File: src/rtl/core/seven_segment_text_scan_driver_top_macros.svh
// Assertion macros for the seven-segment text scan driver.
// Expect clk_i and rst_ni in the scope of use; no other dependencies.
`ifndef SEVEN_SEGMENT_TEXT_SCAN_DRIVER_TOP_MACROS_SVH
`define SEVEN_SEGMENT_TEXT_SCAN_DRIVER_TOP_MACROS_SVH
`ifndef NO_ASSERTIONS
`define SSTD_ASSERT_IMP(label, ante, cons, msg) \
  label: assert property (@(posedge clk_i) disable iff (!rst_ni) (ante) |-> (cons)) \
    else $error(msg);
`define SSTD_ASSERT_NXT(label, ante, cons, msg) \
  label: assert property (@(posedge clk_i) disable iff (!rst_ni) (ante) |=> (cons)) \
    else $error(msg);
`else
`define SSTD_ASSERT_IMP(label, ante, cons, msg)
`define SSTD_ASSERT_NXT(label, ante, cons, msg)
`endif
`endif

File: src/rtl/core/sstd_pkg.sv
// Package for the seven-segment text scan driver: sizes, item types,
// mode codes and the character-to-segment lookup. No dependencies.
package sstd_pkg;

  localparam int DIGIT_COUNT = 4;
  localparam int GROUP_COUNT = 4;

  localparam int WP_W      = $clog2(DIGIT_COUNT + 1);
  localparam int DIG_IDX_W = (DIGIT_COUNT > 1) ? $clog2(DIGIT_COUNT) : 1;
  // scan index holds 0..7 for any group count up to eight, and the reset value two
  localparam int SCAN_W    = 3;
  localparam logic [SCAN_W-1:0] SCAN_RESET = 3'd2;

  localparam logic [1:0] MODE_START = 2'd0;
  localparam logic [1:0] MODE_CHAR  = 2'd1;
  localparam logic [1:0] MODE_TICK  = 2'd2;

  localparam logic [7:0] CHAR_DOT  = 8'h2E;
  localparam logic [7:0] CHAR_DASH = 8'h2D;
  localparam int         DOT_BIT   = 4;

  typedef struct packed {
    logic [1:0] mode;
    logic [7:0] char_code;
  } in_item_t;

  typedef struct packed {
    logic serial_bit;
    logic latch_pulse;
    logic last;
  } out_item_t;

  typedef struct packed {
    logic       start_text;
    logic       put_char;
    logic       tick;
    logic [7:0] char_code;
  } text_cmd_t;

  typedef struct packed {
    logic        two;   // second frame follows the blank one
    logic [15:0] word;
  } frame_t;

  localparam logic [7:0] SEG_ROM [0:37] = '{
    8'h00, 8'hE7, 8'h21, 8'hCB, 8'h6B, 8'h2D, 8'h6E, 8'hEE, 8'h23, 8'hEF,
    8'h6F, 8'hAF, 8'hEC, 8'hC6, 8'hE9, 8'hCE, 8'h8E, 8'hE6, 8'hAD, 8'h20,
    8'hE1, 8'hAE, 8'hC4, 8'hA7, 8'hA8, 8'hE8, 8'h8F, 8'h2F, 8'h88, 8'h6E,
    8'hCC, 8'hE0, 8'hE5, 8'hED, 8'hAD, 8'h6D, 8'hCB, 8'h08
  };

  function automatic logic [5:0] symbol_of(input logic [7:0] c);
    logic [7:0] s;
    s = 8'd0;
    if (c >= 8'h30 && c <= 8'h39) begin
      s = c - 8'h30 + 8'd1;
    end else if (c >= 8'h41 && c <= 8'h5A) begin
      s = c - 8'h41 + 8'd11;
    end else if (c >= 8'h61 && c <= 8'h7A) begin
      s = c - 8'h61 + 8'd11;
    end else if (c == CHAR_DASH) begin
      s = 8'd37;
    end
    return s[5:0];
  endfunction

  function automatic logic [7:0] seg_of_char(input logic [7:0] c);
    return SEG_ROM[symbol_of(c)];
  endfunction

endpackage

File: src/rtl/core/sstd_text.sv
// Text state of the scan driver: digit store, write position, dot flag
// and scan index; builds the digit frame for a tick. Uses sstd_pkg.
module sstd_text (
  input  logic               clk_i,
  input  logic               rst_ni,
  input  sstd_pkg::text_cmd_t cmd_i,
  output sstd_pkg::frame_t    frame_o
);
  import sstd_pkg::*;

  logic [7:0]           digit_q [DIGIT_COUNT];
  logic [7:0]           digit_d [DIGIT_COUNT];
  logic [WP_W-1:0]      wp_q, wp_d;
  logic                 after_dot_q, after_dot_d;
  logic [SCAN_W-1:0]    scan_q, scan_d;
  logic [SCAN_W:0]      scan_inc;
  logic [WP_W-1:0]      wp_prev;
  logic                 full;
  logic                 is_dot;
  logic                 dot_set;
  logic                 wr_digit;
  logic [7:0]           seg;

  assign full     = (wp_q == WP_W'(DIGIT_COUNT));
  assign is_dot   = (cmd_i.char_code == CHAR_DOT);
  assign wp_prev  = wp_q - WP_W'(1);
  assign seg      = seg_of_char(cmd_i.char_code);
  assign dot_set  = cmd_i.put_char && !full && is_dot && !after_dot_q && (wp_q != '0);
  assign wr_digit = cmd_i.put_char && !full && !(is_dot && !after_dot_q);
  assign scan_inc = {1'b0, scan_q} + (SCAN_W+1)'(1);

  always_comb begin
    wp_d        = wp_q;
    after_dot_d = after_dot_q;
    scan_d      = scan_q;
    for (int k = 0; k < DIGIT_COUNT; k++) begin
      digit_d[k] = digit_q[k];
      if (wr_digit && wp_q[DIG_IDX_W-1:0] == DIG_IDX_W'(k)) begin
        digit_d[k] = seg;
      end
      if (dot_set && wp_prev[DIG_IDX_W-1:0] == DIG_IDX_W'(k)) begin
        digit_d[k][DOT_BIT] = 1'b1;
      end
    end
    if (cmd_i.start_text) begin
      wp_d        = '0;
      after_dot_d = 1'b0;
    end
    if (dot_set) begin
      after_dot_d = 1'b1;
    end
    if (wr_digit) begin
      wp_d        = wp_q + WP_W'(1);
      after_dot_d = 1'b0;
    end
    if (cmd_i.tick) begin
      scan_d = (scan_inc >= (SCAN_W+1)'(GROUP_COUNT)) ? '0 : scan_inc[SCAN_W-1:0];
    end
  end

  always_ff @(posedge clk_i or negedge rst_ni) begin
    if (!rst_ni) begin
      for (int k = 0; k < DIGIT_COUNT; k++) begin
        digit_q[k] <= '0;
      end
      wp_q        <= '0;
      after_dot_q <= 1'b0;
      scan_q      <= SCAN_RESET;
    end else begin
      digit_q     <= digit_d;
      wp_q        <= wp_d;
      after_dot_q <= after_dot_d;
      scan_q      <= scan_d;
    end
  end

  // Digit byte on the high half, one-hot digit select on the low half.
  assign frame_o.two  = ({1'b0, scan_q} < (SCAN_W+1)'(DIGIT_COUNT));
  assign frame_o.word = {digit_q[scan_q[DIG_IDX_W-1:0]], 8'h80 >> scan_q};

endmodule

File: src/rtl/core/sstd_ser.sv
// Output serializer: shifts a blank frame and an optional digit frame
// out one bit per beat, LSB first. Uses sstd_pkg.
module sstd_ser (
  input  logic                clk_i,
  input  logic                rst_ni,
  input  logic                load_i,
  input  sstd_pkg::frame_t    frame_i,
  output logic                can_load_o,
  output logic                out_valid_o,
  input  logic                out_ready_i,
  output sstd_pkg::out_item_t out_item_o
);
  import sstd_pkg::*;

  logic        valid_q, valid_d;
  logic [31:0] shift_q, shift_d;
  logic [4:0]  idx_q, idx_d;
  logic        two_q, two_d;
  logic        is_last;
  logic        take;

  assign is_last    = (idx_q == {two_q, 4'hF});
  assign take       = valid_q && out_ready_i;
  assign can_load_o = !valid_q || (take && is_last);

  always_comb begin
    valid_d = valid_q;
    shift_d = shift_q;
    idx_d   = idx_q;
    two_d   = two_q;
    if (take) begin
      shift_d = {1'b0, shift_q[31:1]};
      idx_d   = idx_q + 5'd1;
      if (is_last) begin
        valid_d = 1'b0;
      end
    end
    if (load_i) begin
      valid_d = 1'b1;
      shift_d = {frame_i.word, 16'h0000};
      idx_d   = '0;
      two_d   = frame_i.two;
    end
  end

  always_ff @(posedge clk_i or negedge rst_ni) begin
    if (!rst_ni) begin
      valid_q <= 1'b0;
      idx_q   <= '0;
      two_q   <= 1'b0;
    end else begin
      valid_q <= valid_d;
      idx_q   <= idx_d;
      two_q   <= two_d;
    end
  end

  always_ff @(posedge clk_i) begin
    shift_q <= shift_d;
  end

  assign out_valid_o            = valid_q;
  assign out_item_o.serial_bit  = shift_q[0];
  assign out_item_o.latch_pulse = &idx_q[3:0];
  assign out_item_o.last        = is_last;

endmodule

File: src/rtl/core/seven_segment_text_scan_driver_top.sv
// Seven-segment text scan driver, top level.
// Depends on sstd_pkg, sstd_text, sstd_ser and the assertion macro header.
//
// Input channel (in_valid_i/in_ready_o, in_item_i): mode 0 starts a new
// text, mode 1 writes one character (dots merge into the previous digit),
// mode 2 is a refresh tick, mode 3 is dropped. Only ticks produce beats.
// Output channel (out_valid_o/out_ready_i, out_item_o): one beat per
// serial bit, frame LSB first; latch_pulse marks the sixteenth bit of each
// frame and last marks the final beat of a tick.
// Each tick gives 16 beats (blank frame) or 32 beats (blank frame, then
// digit frame) when the scan index points at a digit.
// Every item lands in a one-entry input register; text items update the
// digit store on the next cycle and never stall. A tick leaves that
// register the cycle after it arrives if the serializer is free, and its
// first beat shows once the serializer has loaded it. The serializer
// emits one bit per cycle while the receiver is ready, and a waiting
// tick loads as the last beat of the run before it is taken, so runs
// follow with no gap. While the receiver stalls, the current beat holds
// and one further item waits in the input register; text items behind a
// held tick wait too. Reset clears the digit store, write position and
// dot flag, sets the scan index to two and empties both registers.
module seven_segment_text_scan_driver_top (
  input  logic                clk_i,
  input  logic                rst_ni,
  input  logic                in_valid_i,
  output logic                in_ready_o,
  input  sstd_pkg::in_item_t  in_item_i,
  output logic                out_valid_o,
  input  logic                out_ready_i,
  output sstd_pkg::out_item_t out_item_o
);
  import sstd_pkg::*;

  `include "seven_segment_text_scan_driver_top_macros.svh"

  logic      in_valid_q, in_valid_d;
  in_item_t  in_item_q;
  logic      can_load;
  logic      advance;
  logic      held_tick;
  logic      load;
  text_cmd_t cmd;
  frame_t    frame;

  assign held_tick  = in_valid_q && (in_item_q.mode == MODE_TICK);
  assign advance    = in_valid_q && (!held_tick || can_load);
  assign load       = held_tick && can_load;
  assign in_ready_o = !in_valid_q || advance;

  always_comb begin
    in_valid_d = in_valid_q;
    if (advance) begin
      in_valid_d = 1'b0;
    end
    if (in_valid_i && in_ready_o) begin
      in_valid_d = 1'b1;
    end
  end

  always_ff @(posedge clk_i or negedge rst_ni) begin
    if (!rst_ni) begin
      in_valid_q <= 1'b0;
    end else begin
      in_valid_q <= in_valid_d;
    end
  end

  // Payload holds until the next accepted beat.
  always_ff @(posedge clk_i) begin
    if (in_valid_i && in_ready_o) begin
      in_item_q <= in_item_i;
    end
  end

  assign cmd.start_text = advance && (in_item_q.mode == MODE_START);
  assign cmd.put_char   = advance && (in_item_q.mode == MODE_CHAR);
  assign cmd.tick       = load;
  assign cmd.char_code  = in_item_q.char_code;

  sstd_text u_text (
    .clk_i   (clk_i),
    .rst_ni  (rst_ni),
    .cmd_i   (cmd),
    .frame_o (frame)
  );

  sstd_ser u_ser (
    .clk_i       (clk_i),
    .rst_ni      (rst_ni),
    .load_i      (load),
    .frame_i     (frame),
    .can_load_o  (can_load),
    .out_valid_o (out_valid_o),
    .out_ready_i (out_ready_i),
    .out_item_o  (out_item_o)
  );

  `SSTD_ASSERT_IMP(a_last_on_latch, out_valid_o && out_item_o.last, out_item_o.latch_pulse, "last beat off a frame end")
  `SSTD_ASSERT_IMP(a_load_when_free, load, !out_valid_o || (out_ready_i && out_item_o.last), "serializer loaded while busy")
  `SSTD_ASSERT_NXT(a_run_continues, out_valid_o && out_ready_i && !out_item_o.last, out_valid_o, "tick run cut short")
  `SSTD_ASSERT_IMP(a_tick_holds, held_tick && !can_load, !in_ready_o, "input taken over a held tick")

endmodule

File: config.mk
export PLATFORM = sky130hd
export DESIGN_NAME = seven_segment_text_scan_driver_top
export DESIGN_NICKNAME = d
export VERILOG_FILES = /design/src/rtl/core/sstd_pkg.sv /design/src/rtl/core/sstd_text.sv /design/src/rtl/core/sstd_ser.sv /design/src/rtl/core/seven_segment_text_scan_driver_top.sv
export VERILOG_INCLUDE_DIRS = /design/src /design/src/rtl/core
export SDC_FILE = /design/constraint.sdc
export NUM_CORES = 1
export LEC_CHECK = 0
export BUFFER_PORTS_ARGS = -buffer_cell sky130_fd_sc_hd__buf_4
export CAP_MARGIN = 40
export CORE_MARGIN = 5
export CORE_UTILIZATION = 50
export DETAILED_ROUTE_END_ITERATION = 10
export PLACE_DENSITY = 0.79
export SLEW_MARGIN = 40
export SYNTH_ARGS = -nofsm -noshare
export SYNTH_HDL_FRONTEND = slang
export SYNTH_SLANG_ARGS = --single-unit
File: constraint.sdc
create_clock -name clk_i -period 3.89 [get_ports clk_i]
set_input_delay 0.1945 -clock clk_i [delete_from_list [all_inputs] [get_ports clk_i]]
set_output_delay 0.1945 -clock clk_i [all_outputs]
set_load 0.01 [all_outputs]
# [Yosys cells after proc, flatten, opt, wreduce, memory -nomap -nowiden]
# Memory sizes are Yosys's and may differ from the RTL's.
# Cells that the tools add are included.
# W data, S select, Z words.
[totals] regBits=89 rom_bits=512 out_inout_bits=5 word_cells=136 mem_count=1
[op_classes] addsub=10 n_lt_le_gt_ge=10 eq_ne=12 shifts=1 n_mux=32 n_bitwise=2 n_reduce_logical=49
[memory_table] name="(name not given)" depth=64 width=8 rd=1 rd_ports_with_merged_regs=0 write_ports=0 line_no="sstd_pkg.sv:68" source="return SEG_ROM[symbol_of(c)];"
[op_table] operator="$mux W32" n=2
[op_table] operator="$mux W8" n=4
[op_table] operator="$mux W5" n=6
[op_table] operator="$logic_and A1 B1 Y1" n=25
[op_table] operator="$mux W6" n=4
[op_table] operator="$bmux W8 S2" n=1
[op_table] operator="$eq A8 B6 Y1 const B" n=2
[op_table] operator="$ge A8 B7 Y1 const B" n=2
[op_table] operator="$le A8 B7 Y1 const B" n=2
[op_table] operator="$reduce_bool A2 Y1" n=8
[op_table] operator="$add A6 B4 Y6 const B" n=2
[op_table] operator="$mux W1" n=12
[op_table] operator="$sub A6 B6 Y6 const B" n=2
[op_table] operator="$eq A2 B2 Y1 const B" n=5
[op_table] operator="$mux W3" n=3
[op_table] operator="$ge A8 B6 Y1 const B" n=1
[op_table] operator="$le A8 B6 Y1 const B" n=1
[op_table] operator="$shr A8 B3 Y8 const A" n=1
[op_table] operator="$ge A7 B7 Y1 const B" n=1
[op_table] operator="$not A6 Y7" n=1
[op_table] operator="$add A6 B1 Y6 const B" n=1
[op_table] operator="$eq A2 B1 Y1 const B" n=3
[op_table] operator="$logic_not A1 Y1" n=6
[op_table] operator="$logic_not A2 Y1" n=3
[op_table] operator="other kinds (15)" n=18

# [Depth between registers and ports, before layout]
# Gate-level depths: netlist of run 1.
[logic_depth] word_depth=12 mapped_depth=14 depth_no_buf=14

# [Hierarchy]
# From an unflattened synthesis of run 1, not the netlist that was laid out.
[hier_totals] hier_cells=516 hier_area_um2=5028.6
[by_module_without_submodules] mod="sstd_text" instances=1 cells_each=324 area_per_inst_um2=3030.4
[by_module_without_submodules] mod="sstd_ser" instances=1 cells_each=174 area_per_inst_um2=1617.8
[by_module_without_submodules] mod="seven_segment_text_scan_driver_top" instances=1 cells_each=18 area_per_inst_um2=380.4

# [Worst setup path before layout of run 1]
# Ideal clock, no wire load.
[synth_timing] path_type="register -> register" start="register in_item_q (netlist bit cmd[1])" end="register u_text.digit_q[10] in the netlist's numbering" setup_time_ps=74 t_arrival_ps=3012 required_ps=3816 slack_ps=803 stages_incl_launch_ff=13 n_path_buf=0 synth_period_minus_slack_ps=3087 cell_sequence="edfxtp_1 > inv_1 > ha_1 > nor4_1 > and2_4 > nor3_2 > a211oi_2 > inv_2 > ha_1 > mux2i_1 > nor3_1 > or4_4 > o21ai_2"
[synth_via] elab_chain_cells=9 elab_cells_between_ends=29
[synth_rtl] element="start: declaration" line_no="seven_segment_text_scan_driver_top.sv:37" source="in_item_t in_item_q;"
[synth_rtl] element="start signal: assignment" line_no="seven_segment_text_scan_driver_top.sv:71" source="in_item_q <= in_item_i;"
[synth_rtl] element="$sub A6 B6 Y6 (tied with other cells)" line_no="sstd_pkg.sv:60" source="s = c - 8'h61 + 8'd11;"
[synth_rtl] element="$add A6 B4 Y6 (tied with other cells)" line_no="sstd_pkg.sv:60"
[synth_rtl] element="$mux W6" line_no="sstd_pkg.sv:59" source="end else if (c >= 8'h61 && c <= 8'h7A) begin"
[synth_rtl] element="$mux W6" line_no="sstd_pkg.sv:57" source="end else if (c >= 8'h41 && c <= 8'h5A) begin"
[synth_rtl] element="$mux W6" line_no="sstd_pkg.sv:55" source="if (c >= 8'h30 && c <= 8'h39) begin"
[synth_rtl] element="$not A6 Y7 (implied by the code)" line_no="sstd_pkg.sv:68"
[synth_rtl] element="$mem_v2 Z64 W8"
[synth_rtl] element="$mux W8 (implied by the code) (2 in series)" line_no="sstd_pkg.sv:68"
[synth_rtl] element="end signal: assignment" line_no="sstd_text.sv:70" source="digit_q <= digit_d;"
[synth_rtl] element="end: declaration" line_no="sstd_text.sv:11" source="logic [7:0] digit_q [DIGIT_COUNT];"
# Several ways; a longest one is shown, not always the timed one. The select of a mux whose other input is x is not followed.
# A chain may end at the register's enable or synchronous reset.

# [Worst setup path in the final report of run 1]
[layout_timing] start="register in_item_q (netlist bit cmd[1])" end="register u_text.digit_q[27] in the netlist's numbering"
# Same word-level chain as after synthesis.

==> results.md, run 1 <==
- Nets: around 540
- Total global-route track usage: 0.175
- Postcts setup bufs: 0
- Die W: roughly 110 µm
- Setup TNS: 0 ps
- FF+latch count, synth: 89
- Commonest non-fill, non-tap cells in the layout: nand2_1, dfrtp_1, nand3_1
- Final Hold Vio Count: 0
- Critical Path Max Stage Delay: 540 ps
- H-tree depth: 3
- Largest net degree at the start of global routing: 48
- Post-DP HPWL: around 7000 µm
- Antenna fix cells: 0
- Fin Hold WS: between 20 and 25 ps
- Vias per inst: between 5 and 6
- Leak: between 2 and 2.5 nW
- Clock Path Buffers: 2
- Syn Nets: roughly 530
- Crit path kind: flop to flop
- Worst Path Required: 4130 ps
- Port bufs: 18
- Routed wire length per instance: approximately 16 µm
- Mapped Area: between 4000 and 5000 µm²
- Crit start category: flop
- Initial drt markers: around 250
- First-pass GRT wire length: between 15000 and 20000 µm
- CP max stage cell: a211oi_2
- Initial antenna violation count: 0
- Switch Pwr: between 0.001 and 0.0015 W
- Gpl congestion: roughly 0.92
- Avg Cell Area, Syn: 10.1 µm²
- Clock share of power: 0.215
- Starting Density: 0.508
- CTS root buf: clkbuf_8
- Sequential fraction of design power: 0.498
- Maximum clock frequency: roughly 280 MHz
- Most common cell after layout, fill and taps aside: nand2_1
- Pwr dens: between 500 and 600 nW/µm²
- Drt pass-1 iters: 5
- Final Setup Violations: 0
- CP endpoint kind: flop
- Netlist cell types: 72
- Core box area: roughly 9700 µm²
- Crit-path cells: inv_1, ha_1, nor4_1, and2_4, nor3_2, a211oi_2, inv_2, ha_1, a211o_1, a21oi_1, o211ai_1, mux2_2
- Gr ovfl total: 0
- Number of global-route vias before repair: 3523
- Row count: 36
- Synth async-reset ratio: 0.528
- Max-cap violations: 0
- Worst hold path class: input port to flop
- Cts bufs inserted: 9
- Slew HR: 0.548
- CTS tree: built
- Status: completed
- Post-route antenna net violation count: 0
- Layout cells sized above 1: 0.180
- Sink Count: 89
- Synth Instances: just under 500
- Ys Warns: 0
- Internal Pwr Total: just over 0.002 W
- Reg clk slew, reported paths: 80 ps
- Final clock skew: about 16 ps
- Ys flop type: dfrtp_1
- RSZ-0062 raised after global routing: false
- Total wire length: 9950 µm
- Clk_lat worst skew: 360 ps
- Final slew viol count: 0
- Post-CTS Hold Buffers: 1
- Critical Path Fanout Max: 10
- Worst-Margin Slew: a little under 700 ps
- Area of the multi-input gates: between 2000 and 2500 µm²
- Final period utilization: 0.908
- Gate power share: 0.287
- Detailed-route via count: roughly 3600
- # IOs: 19
- P&R area growth vs syn: 8.55%
- Post-synthesis sequential area ratio: 0.461
- Arr. time, crit path: 3770 ps
- Post-route minimum period: about 3500 ps
- Fill cell count: roughly 840
- Most used cell, CP: ha_1
- Sw frac: 0.332
- Max VDD drop: 232 µV
- Die Ht: between 100 and 150 µm
- EDFF count, synth: 26
- Register Area: 2280 µm²
- Die area: ~12000 µm²
- CTS resizes: 0
- DRC violations left: 0
==> critical path: cells and delay by family, from the launching register on <==
family                   cells  cell delay, ps
AND/OR/NAND/NOR              3             560
AO/OA/AOI/OAI                4            1130
adder cells (fa/ha/maj)      2             510
buffers and inverters        2             390
flip-flops                   1             510
multiplexers                 1             310
==> per-stage QoR <==
step / setup WS, ps / util / power (W) / area [µm²] / cells
floorplan: 803 / - / 0.00217 / 4950 / 489
global placement: 527 / 0.528 / 0.00233 / 5140 / 616
finish: 359 / 0.552 / 0.00303 / 5370 / 634
global route: 113 / 0.552 / 0.00323 / 5370 / 634
detailed placement: 383 / 0.528 / 0.00239 / 5140 / 616
CTS: 385 / 0.550 / 0.00304 / 5350 / 633
==> per-layer routing <==
| metal | vias to the layer above | wire length (µm) | track usage |
|---|---|---|---|
| met5 | - | 0 | 0 |
| met2 | 64 | 5090 | 0.300 |
| met3 | 7 | 335 | 0.0341 |
| met1 | 1765 | 4450 | 0.232 |
| met4 | 0 | 68 | 0.0374 |
| li1 | 1753 | - | - |
==> flip-flops by register name (all words and copies together), names as in the netlist <==
signal and count:
u_ser.shift_q 32, u_text.digit_q 32, cmd 8, u_ser.idx_q 5, u_text.scan_q 3, u_text.wp_q 3, in_item_q 2, in_valid_q 1
u_ser.out_valid_o 1, u_ser.two_q 1, u_text.after_dot_q 1
==> cell families (layout without fill, tap and decap cells) <==
group	after synthesis	count (layout)	synth area share
simple gates	201	201	0.199
compound gates	90	90	0.127
flops	89	89	0.461
buf+inv	43	55	0.0407
mux	31	31	0.0873
fa+ha+maj	29	29	0.0733
xor+xnor	6	6	0.0121
==> Yosys cell counts, drive strengths merged, types with 2 or more instances <==
library cell / count / share of area
a31oi: 7 / 0.0089
or3: 4 / 0.0061
edfxtp: 26 / 0.16
mux2: 17 / 0.039
nor2b: 4 / 0.0051
and3: 8 / 0.010
o21a: 2 / 0.0030
nand4: 4 / 0.0051
nor3: 8 / 0.010
nand3: 31 / 0.031
nor2: 25 / 0.019
o31ai: 2 / 0.0058
xnor2: 2 / 0.0051
xor2: 4 / 0.0071
o21bai: 2 / 0.0030
inv: 15 / 0.011
a21boi: 2 / 0.0038
nand2: 88 / 0.067
or2: 4 / 0.0051
mux4: 8 / 0.036
a211oi: 3 / 0.0056
nand2b: 3 / 0.0038
nor4: 3 / 0.0051
buf: 13 / 0.018
a22o: 3 / 0.0053
a21oi: 31 / 0.032
dfxtp: 16 / 0.065
a21o: 2 / 0.0030
o211ai: 9 / 0.015
mux2i: 6 / 0.012
o31a: 2 / 0.0035
clkbuf: 15 / 0.011
and2: 9 / 0.012
o21ai: 17 / 0.020
ha: 29 / 0.073
dfrtp: 46 / 0.23
==> path summary, 6_finish.rpt <==
| check | from | cells past startpoint | to | slack (ps) |
|---|---|---|---|---|
| max | cmd[1] | 12 | u_text.digit_q[27] | 360 |
| min | in_item_i[4] | 1 | cmd[4] | 20 |
| max reg2reg | cmd[1] | 12 | u_text.digit_q[27] | 360 |
| min reg2reg | u_ser.shift_q[13] | 2 | u_ser.shift_q[12] | 450 |
| max in group asynchronous | rst_ni | 2 | u_text.digit_q[15] | 3090 |
| min in group asynchronous | rst_ni | 2 | u_text.scan_q[2] | 380 |
==> final cells by class <==
| cell class | count | share of cell area |
|---|---|---|
| clock buffer | 10 | 0.0238 |
| sequential | 89 | 0.424 |
| tap | 133 | 0.0310 |
| timing repair buffer | 24 | 0.0345 |
| clock inverter | 6 | 0.0137 |
| multi-input combinational | 357 | 0.462 |
| inverter | 15 | 0.0105 |
==> power groups by stage <==
stage	registers [W]	logic (W)	clock network (W)
after CTS	0.00151	0.000869	0.000657
after floorplan	0.00145	0.000716	0
after global routing	0.00155	0.000985	0.000695
final	0.00151	0.000869	0.000652
after global placement	0.00151	0.000823	0
after detailed placement	0.00154	0.000860	0
No activity file was read; power rests on OpenSTA's default activity.
==> run 2, diff against run 1 <==
--- a/config.mk
+++ b/config.mk
@@ -6,6 +6,7 @@
 export SDC_FILE = /design/constraint.sdc
 export NUM_CORES = 1
 export LEC_CHECK = 0
+export ABC_AREA = 1
 export BUFFER_PORTS_ARGS = -buffer_cell sky130_fd_sc_hd__buf_4
 export CAP_MARGIN = 40
 export CORE_MARGIN = 5
==> results.md, run 2 <==
- Status: completed
- Avg Cell Area, Syn: 8.14 µm² (-20%)
- Pre-CTS setup slack: 871 ps (+488 ps)
- Synth top area cells: dfrtp_1, nand2_1, edfxtp_1
- Port bufs: 18 (unchanged)
- Initial drt markers: 334 (+33%)
- Ys flop type: dfrtp_1
- Initial antenna violation count: 0 (unchanged)
- Final Hold Vio Count: 0 (unchanged)
- Most common cell after layout, fill and taps aside: nand2_1
- Post-synthesis sequential area ratio: 0.463 (+0.00199)
- Post-DP HPWL: 7110 µm (+2.5%)
- Clock Path Buffers: 2 (unchanged)
- Crit start category: flop
- CP endpoint kind: flop
- Worst-Margin Slew: 764 ps (+86.2 ps)
- Gpl congestion: 0.925 (about the same)
- Core box area: 9680 µm² (-0.46%)
- Leak: 2.60 nW (+14%)
- Number of global-route vias before repair: 3928 (+11%)
- Critical Path Fanout Max: 7 (-3)
- P&R area growth vs syn: 10.6%
- Maximum clock frequency: 325 MHz (+15%)
- Slew HR: 0.490 (-0.0575)
- H-tree depth: 3 (unchanged)
- Antenna fix cells: 0 (unchanged)
- Fin Hold WS: 44.7 ps (+23.6 ps)
- Top-count cell post-synth: nand2_1
- Layout cells sized above 1: 0.117 (-0.0631)
- Final Setup Violations: 0 (unchanged)
- Max-cap violations: 0 (unchanged)
- Die area: 11900 µm² (-0.39%)
- Starting Density: 0.509 (about the same)
- Synth async-reset ratio: 0.528 (unchanged)
- EDFF count, synth: 26 (unchanged)
- Pwr dens: 568 nW/µm² (+0.57%)
- Sw frac: 0.386 (+0.0535)
- Sink Count: 89 (unchanged)
- Gr ovfl total: 0 (unchanged)
- Cts bufs inserted: 9 (unchanged)
- Sequential fraction of design power: 0.496 (-0.002)
- RSZ-0062 raised after global routing: false
- Total global-route track usage: 0.189 (+0.0138)
- Post-route antenna net violation count: 0 (unchanged)
- Die W: 109 µm (-0.20%)
- Syn Nets: 648 (+22%)
- Clk_lat worst skew: 360 ps (about the same)
- Vias per inst: 5.29 (-6.6%)
- Max VDD drop: 226 µV (-2.8%)
- Drt pass-1 iters: 5 (unchanged)
- Synth Instances: 605 (+24%)
- Final slew viol count: 0 (unchanged)
- Final period utilization: 0.790 (-0.118)
- Post-Layout Cell Count: 768 (+21%)
- Switch Pwr: 0.00119 W (+18%)
- Post-synth top cells: nand2_1, nand3_1, inv_1
- Die Ht: 109 µm (-0.20%)
- Ys Warns: 0 (unchanged)
- Row count: 36 (unchanged)
- Post-route minimum period: 3070 ps (-459 ps)
- Commonest non-fill, non-tap cells in the layout: nand2_1, nand3_1, inv_1
- CTS tree: built
- Gate power share: 0.311 (+0.024)
- Netlist cell types: 47 (-35%)
- Final worst slack: 817 ps (+459 ps)
- Routed wire length per instance: 13.4 µm (-14%)
- Top cell type's share of synthesized area: 0.234 (+0.00100)
- Total wire length: 10300 µm (+3.6%)
- Internal Pwr Total: 0.00190 W (-6.1%)
- Crit path kind: flop to flop
- # IOs: 19 (unchanged)
- Nets: 673 (+25%)
- Setup TNS: 0 ps (unchanged)
- Detailed-route via count: 4060 (+13%)
- Worst hold path class: input port to flop
- Worst Path Required: 4140 ps (about the same)
- Final clock skew: 13.7 ps (-2.39 ps)
- Placed Area: 5150 µm² (+0.24%)
- Placed Cells: 741 (+20%)
- Largest area contributor in the netlist: dfrtp_1
- DRC violations left: 0 (unchanged)
- Clock share of power: 0.193 (-0.022)
- First-pass GRT wire length: 18300 µm (+9.4%)
- Largest net degree at the start of global routing: 48 (unchanged)
- FF+latch count, synth: 89 (unchanged)
- Final instance area: 5450 µm² (+1.5%)
- Arr. time, crit path: 3320 ps (-450 ps)
- Reg clk slew, reported paths: 100 ps (+20 ps)
- CTS root buf: clkbuf_8
- Mapped Area: 4930 µm² (-0.43%)
## run 2: kinds of logic after synthesis
kind of cell / Yosys count / share of synthesized area
AND/OR/NAND/NOR: 310 / 0.268
buffers and inverters: 79 / 0.0673
adder cells (fa/ha/maj): 29 / 0.0737
flip-flops: 89 / 0.463
XOR/XNOR: 4 / 0.00711
AO/OA/AOI/OAI: 94 / 0.121
## run 2: metrics by stage
| step | power [W] | util |
|---|---|---|
| after floorplan | 0.00223 | - |
| after global placement | 0.00244 | 0.532 |
| after detailed placement | 0.00250 | 0.532 |
| after CTS | 0.00312 | 0.563 |
| after global routing | 0.00335 | 0.563 |
| final | 0.00309 | 0.563 |
## run 2: worst paths after layout
check	startpoint	endpoint	slack, ps	cells past startpoint
worst min register to register	u_ser.shift_q[11]	u_ser.shift_q[11]	460	2
min in group asynchronous	rst_ni	u_ser.idx_q[1]	400	2
worst max-delay path	cmd[1]	u_text.digit_q[6]	820	18
max in group asynchronous	rst_ni	u_text.digit_q[10]	3060	2
worst min-delay path	in_valid_i	in_valid_q	40	3
worst max register to register	cmd[1]	u_text.digit_q[6]	820	18
## run 2: timing repair
item / 4_1_cts / 5_1_grt
gates resized for setup: 0 / 0
endpoints found under the hold margin: 56 / 0
hold buffers: 11 / 0
setup buffers: 0 / 0
## run 2: worst max-delay path: stages (launching register included)
cell and delay (ps):
edfxtp_1 510, inv_1 210, ha_1 210, inv_1 40, nor2_1 120, nand3_1 150, nand3_2 140, nand3_2 130
a21oi_2 300, inv_1 200, ha_1 240, nand3_1 140, nand3_1 90, nand2_1 80, nand2_1 50, nand3_1 100
nand2_1 120, nand2_1 80, nand2_1 50
## run 2: per-layer routing
layer  share of wire  track usage
met3           0.052       0.0420
met5               0            0
met2            0.49        0.317
met1            0.45        0.250
met4           0.012       0.0454
## run 2: cell type report
| cell class | instances | area, µm² |
|---|---|---|
| well taps | 133 | 166 |
| inverters | 60 | 228 |
| fillers | 880 | 4240 |
| clock buffers | 9 | 124 |
| clock inverters | 7 | 61.3 |
| multi-input cells | 437 | 2320 |
| flip-flops and latches | 89 | 2280 |
| repair buffers | 33 | 275 |
## run 2: power groups by stage
stage          Sequential, W  Clock [W]  Combinational [W]
2_1_floorplan        0.00145          0           0.000783
3_3_place_gp         0.00153          0           0.000913
3_5_place_dp         0.00155          0           0.000950
4_1_cts              0.00153   0.000624           0.000963
5_1_grt              0.00157   0.000660            0.00112
6_report             0.00153   0.000598           0.000963
==> run 3, diff against run 2 <==
--- a/config.mk
+++ b/config.mk
@@ -6,13 +6,13 @@
 export SDC_FILE = /design/constraint.sdc
 export NUM_CORES = 1
 export LEC_CHECK = 0
-export ABC_AREA = 1
+export ABC_AREA = 0
 export BUFFER_PORTS_ARGS = -buffer_cell sky130_fd_sc_hd__buf_4
 export CAP_MARGIN = 40
 export CORE_MARGIN = 5
 export CORE_UTILIZATION = 50
 export DETAILED_ROUTE_END_ITERATION = 10
-export PLACE_DENSITY = 0.79
+export PLACE_DENSITY = 0.81
 export SLEW_MARGIN = 40
 export SYNTH_ARGS = -nofsm -noshare
 export SYNTH_HDL_FRONTEND = slang
==> constraint.sdc (replaced) <==
create_clock -name clk_i -period 2.8 [get_ports clk_i]
set_input_delay 0.14 -clock clk_i [delete_from_list [all_inputs] [get_ports clk_i]]
set_output_delay 0.14 -clock clk_i [all_outputs]
set_load 0.01 [all_outputs]
==> results.md, run 3 (synthesis gave the netlist of run 1 again) <==
- Status: finished with violations
- Failing checks: setup timing
- Vias per inst: 5.92 (+12%)
- Die area: 12000 µm² (+0.39%)
- Post-route minimum period: 3110 ps (+38.8 ps)
- Drt pass-1 iters: 6 (+1)
- RSZ-0062 raised after global routing: true
- Critical Path Fanout Max: 5 (-2)
- Max-cap violations: 0 (unchanged)
- First-pass GRT wire length: 20700 µm (+13%)
- CTS root buf: clkbuf_8
- Cts bufs inserted: 9 (unchanged)
- Slew HR: 0.544 (+0.0533)
- Pwr dens: 701 nW/µm² (+23%)
- Crit start category: flop
- Worst-Margin Slew: 682 ps (-82.5 ps)
- Starting Density: 0.508 (about the same)
- Final worst slack: -311 ps (-1130 ps)
- CTS tree: built
- P&R area growth vs syn: 31.2%
- Port bufs: 18 (unchanged)
- Maximum clock frequency: 321 MHz (-1.2%)
- Commonest non-fill, non-tap cells in the layout: buf_4, nand2_1, dfrtp_1
- Total global-route track usage: 0.220 (+0.0307)
- Arr. time, crit path: 3400 ps (+80 ps)
- Worst hold path class: input port to flop
- Fin Hold WS: 141 ps (+96.3 ps)
- Gpl congestion: 0.888 (-3.9%)
- Max VDD drop: 323 µV (+43%)
- Initial drt markers: 335 (+0.30%)
- Final Hold Vio Count: 0 (unchanged)
- Gr ovfl total: 0 (unchanged)
- Clock Path Buffers: 2 (unchanged)
- Antenna fix cells: 0 (unchanged)
- Post-route antenna net violation count: 0 (unchanged)
- Final Setup Violations: 28 (+28)
- Clk_lat worst skew: 360 ps (about the same)
- Post-DP HPWL: 8120 µm (+14%)
- Layout cells sized above 1: 0.349 (+0.233)
- Row count: 36 (unchanged)
- Reg clk slew, reported paths: 100 ps (about the same)
- Final clock skew: 11.6 ps (-2.17 ps)
- Core box area: 9730 µm² (+0.47%)
- Final slew viol count: 0 (unchanged)
- Die W: 109 µm (+0.20%)
- Leak: 2.83 nW (+8.7%)
- DRC violations left: 0 (unchanged)
- H-tree depth: 3 (unchanged)
- Crit path kind: flop to flop
- Number of global-route vias before repair: 4301 (+9.5%)
- CP endpoint kind: flop
- Initial antenna violation count: 0 (unchanged)
- Total wire length: 13800 µm (+34%)
- Sink Count: 89 (unchanged)
- Finished Core Util: 0.667 (+0.105)
- Detailed-route via count: 4296 (+5.8%)
- Routed wire length per instance: 19.1 µm (+42%)
- Largest net degree at the start of global routing: 48 (unchanged)
- # IOs: 19 (unchanged)
- Placed Area: 5630 µm² (+9.2%)
- Nets: 631 (-6.2%)
- Die Ht: 109 µm (+0.20%)
- Setup TNS: -7390 ps (-7390 ps)
- Worst Path Required: 3090 ps (-1050 ps)
- Final period utilization: 1.11 (+0.321)
- Final instance area: 6490 µm² (+19%)
- Most common cell after layout, fill and taps aside: buf_4
## run 3: changes by cell type in the layout (fill, tap and decap cells not counted), moves of 8 or more
cell and change:
o21ai_0 -10, ha_4 +8, nand3_1 -23, ha_1 -9, a21oi_1 -17, mux4_2 +8, inv_1 -40, nand2_1 -125
buf_4 +70, buf_6 +9, mux2_4 +13
## run 3: path summary, 6_finish.rpt
check	startpoint	endpoint	slack (ps)	depth (start not counted)
worst max-delay path	cmd[1]	u_text.digit_q[18]	-310	15
worst min-delay path	out_ready_i	u_ser.out_valid_o	140	4
worst max register to register	cmd[1]	u_text.digit_q[18]	-310	15
worst min register to register	u_ser.shift_q[5]	u_ser.shift_q[4]	460	2
max in group asynchronous	rst_ni	u_text.digit_q[11]	2070	2
min in group asynchronous	rst_ni	u_text.scan_q[2]	300	2
## run 3: timing repair
| action | 4_1_cts | 5_1_grt |
|---|---|---|
| endpoints found under the hold margin | 57 | 0 |
| buffers inserted | 19 | 14 |
| endpoints found under the setup margin | 28 | 28 |
| pin swaps | 15 | 19 |
| hold buffers | 12 | 0 |
| gates resized for setup | 42 | 24 |
## run 3: power breakdown
group	total, W	internal, W	switching [W]
combinational	0.00160	0.000815	0.000780
sequential	0.00213	0.00181	0.000317
clock	0.000826	0.000336	0.000490
## run 3: routing by layer
metal  vias to the layer above  share of wire  track usage
met3                        57          0.046       0.0370
met2                       180           0.54        0.400
li1                       1942              -            -
met1                      2117           0.38        0.263
met4                         0          0.037       0.0748
met5                         -              0            0
## run 3: metrics by stage
step                worst slack [ps]  instances  total power [W]
finish                          -311        726          0.00455
global route                    -450        726          0.00479
CTS                             -159        712          0.00441
detailed placement              -265        666          0.00349
global placement               -91.7        666          0.00335
floorplan                       -107        489          0.00303
## run 3: final cells by class
class,count,area (µm²)
Tap cell,133,166
Inverter,15,63.8
Multi-Input combinational cell,357,2840
Fill cell,687,3240
Clock inverter,6,47.5
Sequential cell,89,2280
Clock buffer,10,128
Timing Repair Buffer,116,972
## run 3: critical path, stage by stage (launching register included)
cell and delay (ps):
edfxtp_1 500, buf_6 180, ha_4 140, nor2b_4 130
o31ai_4 310, nor3_4 100, buf_6 140, a21boi_4 170
inv_2 80, buf_4 140, buf_6 110, ha_4 160
mux2i_1 130, nor3_1 70, or4_4 540, o21ai_2 140
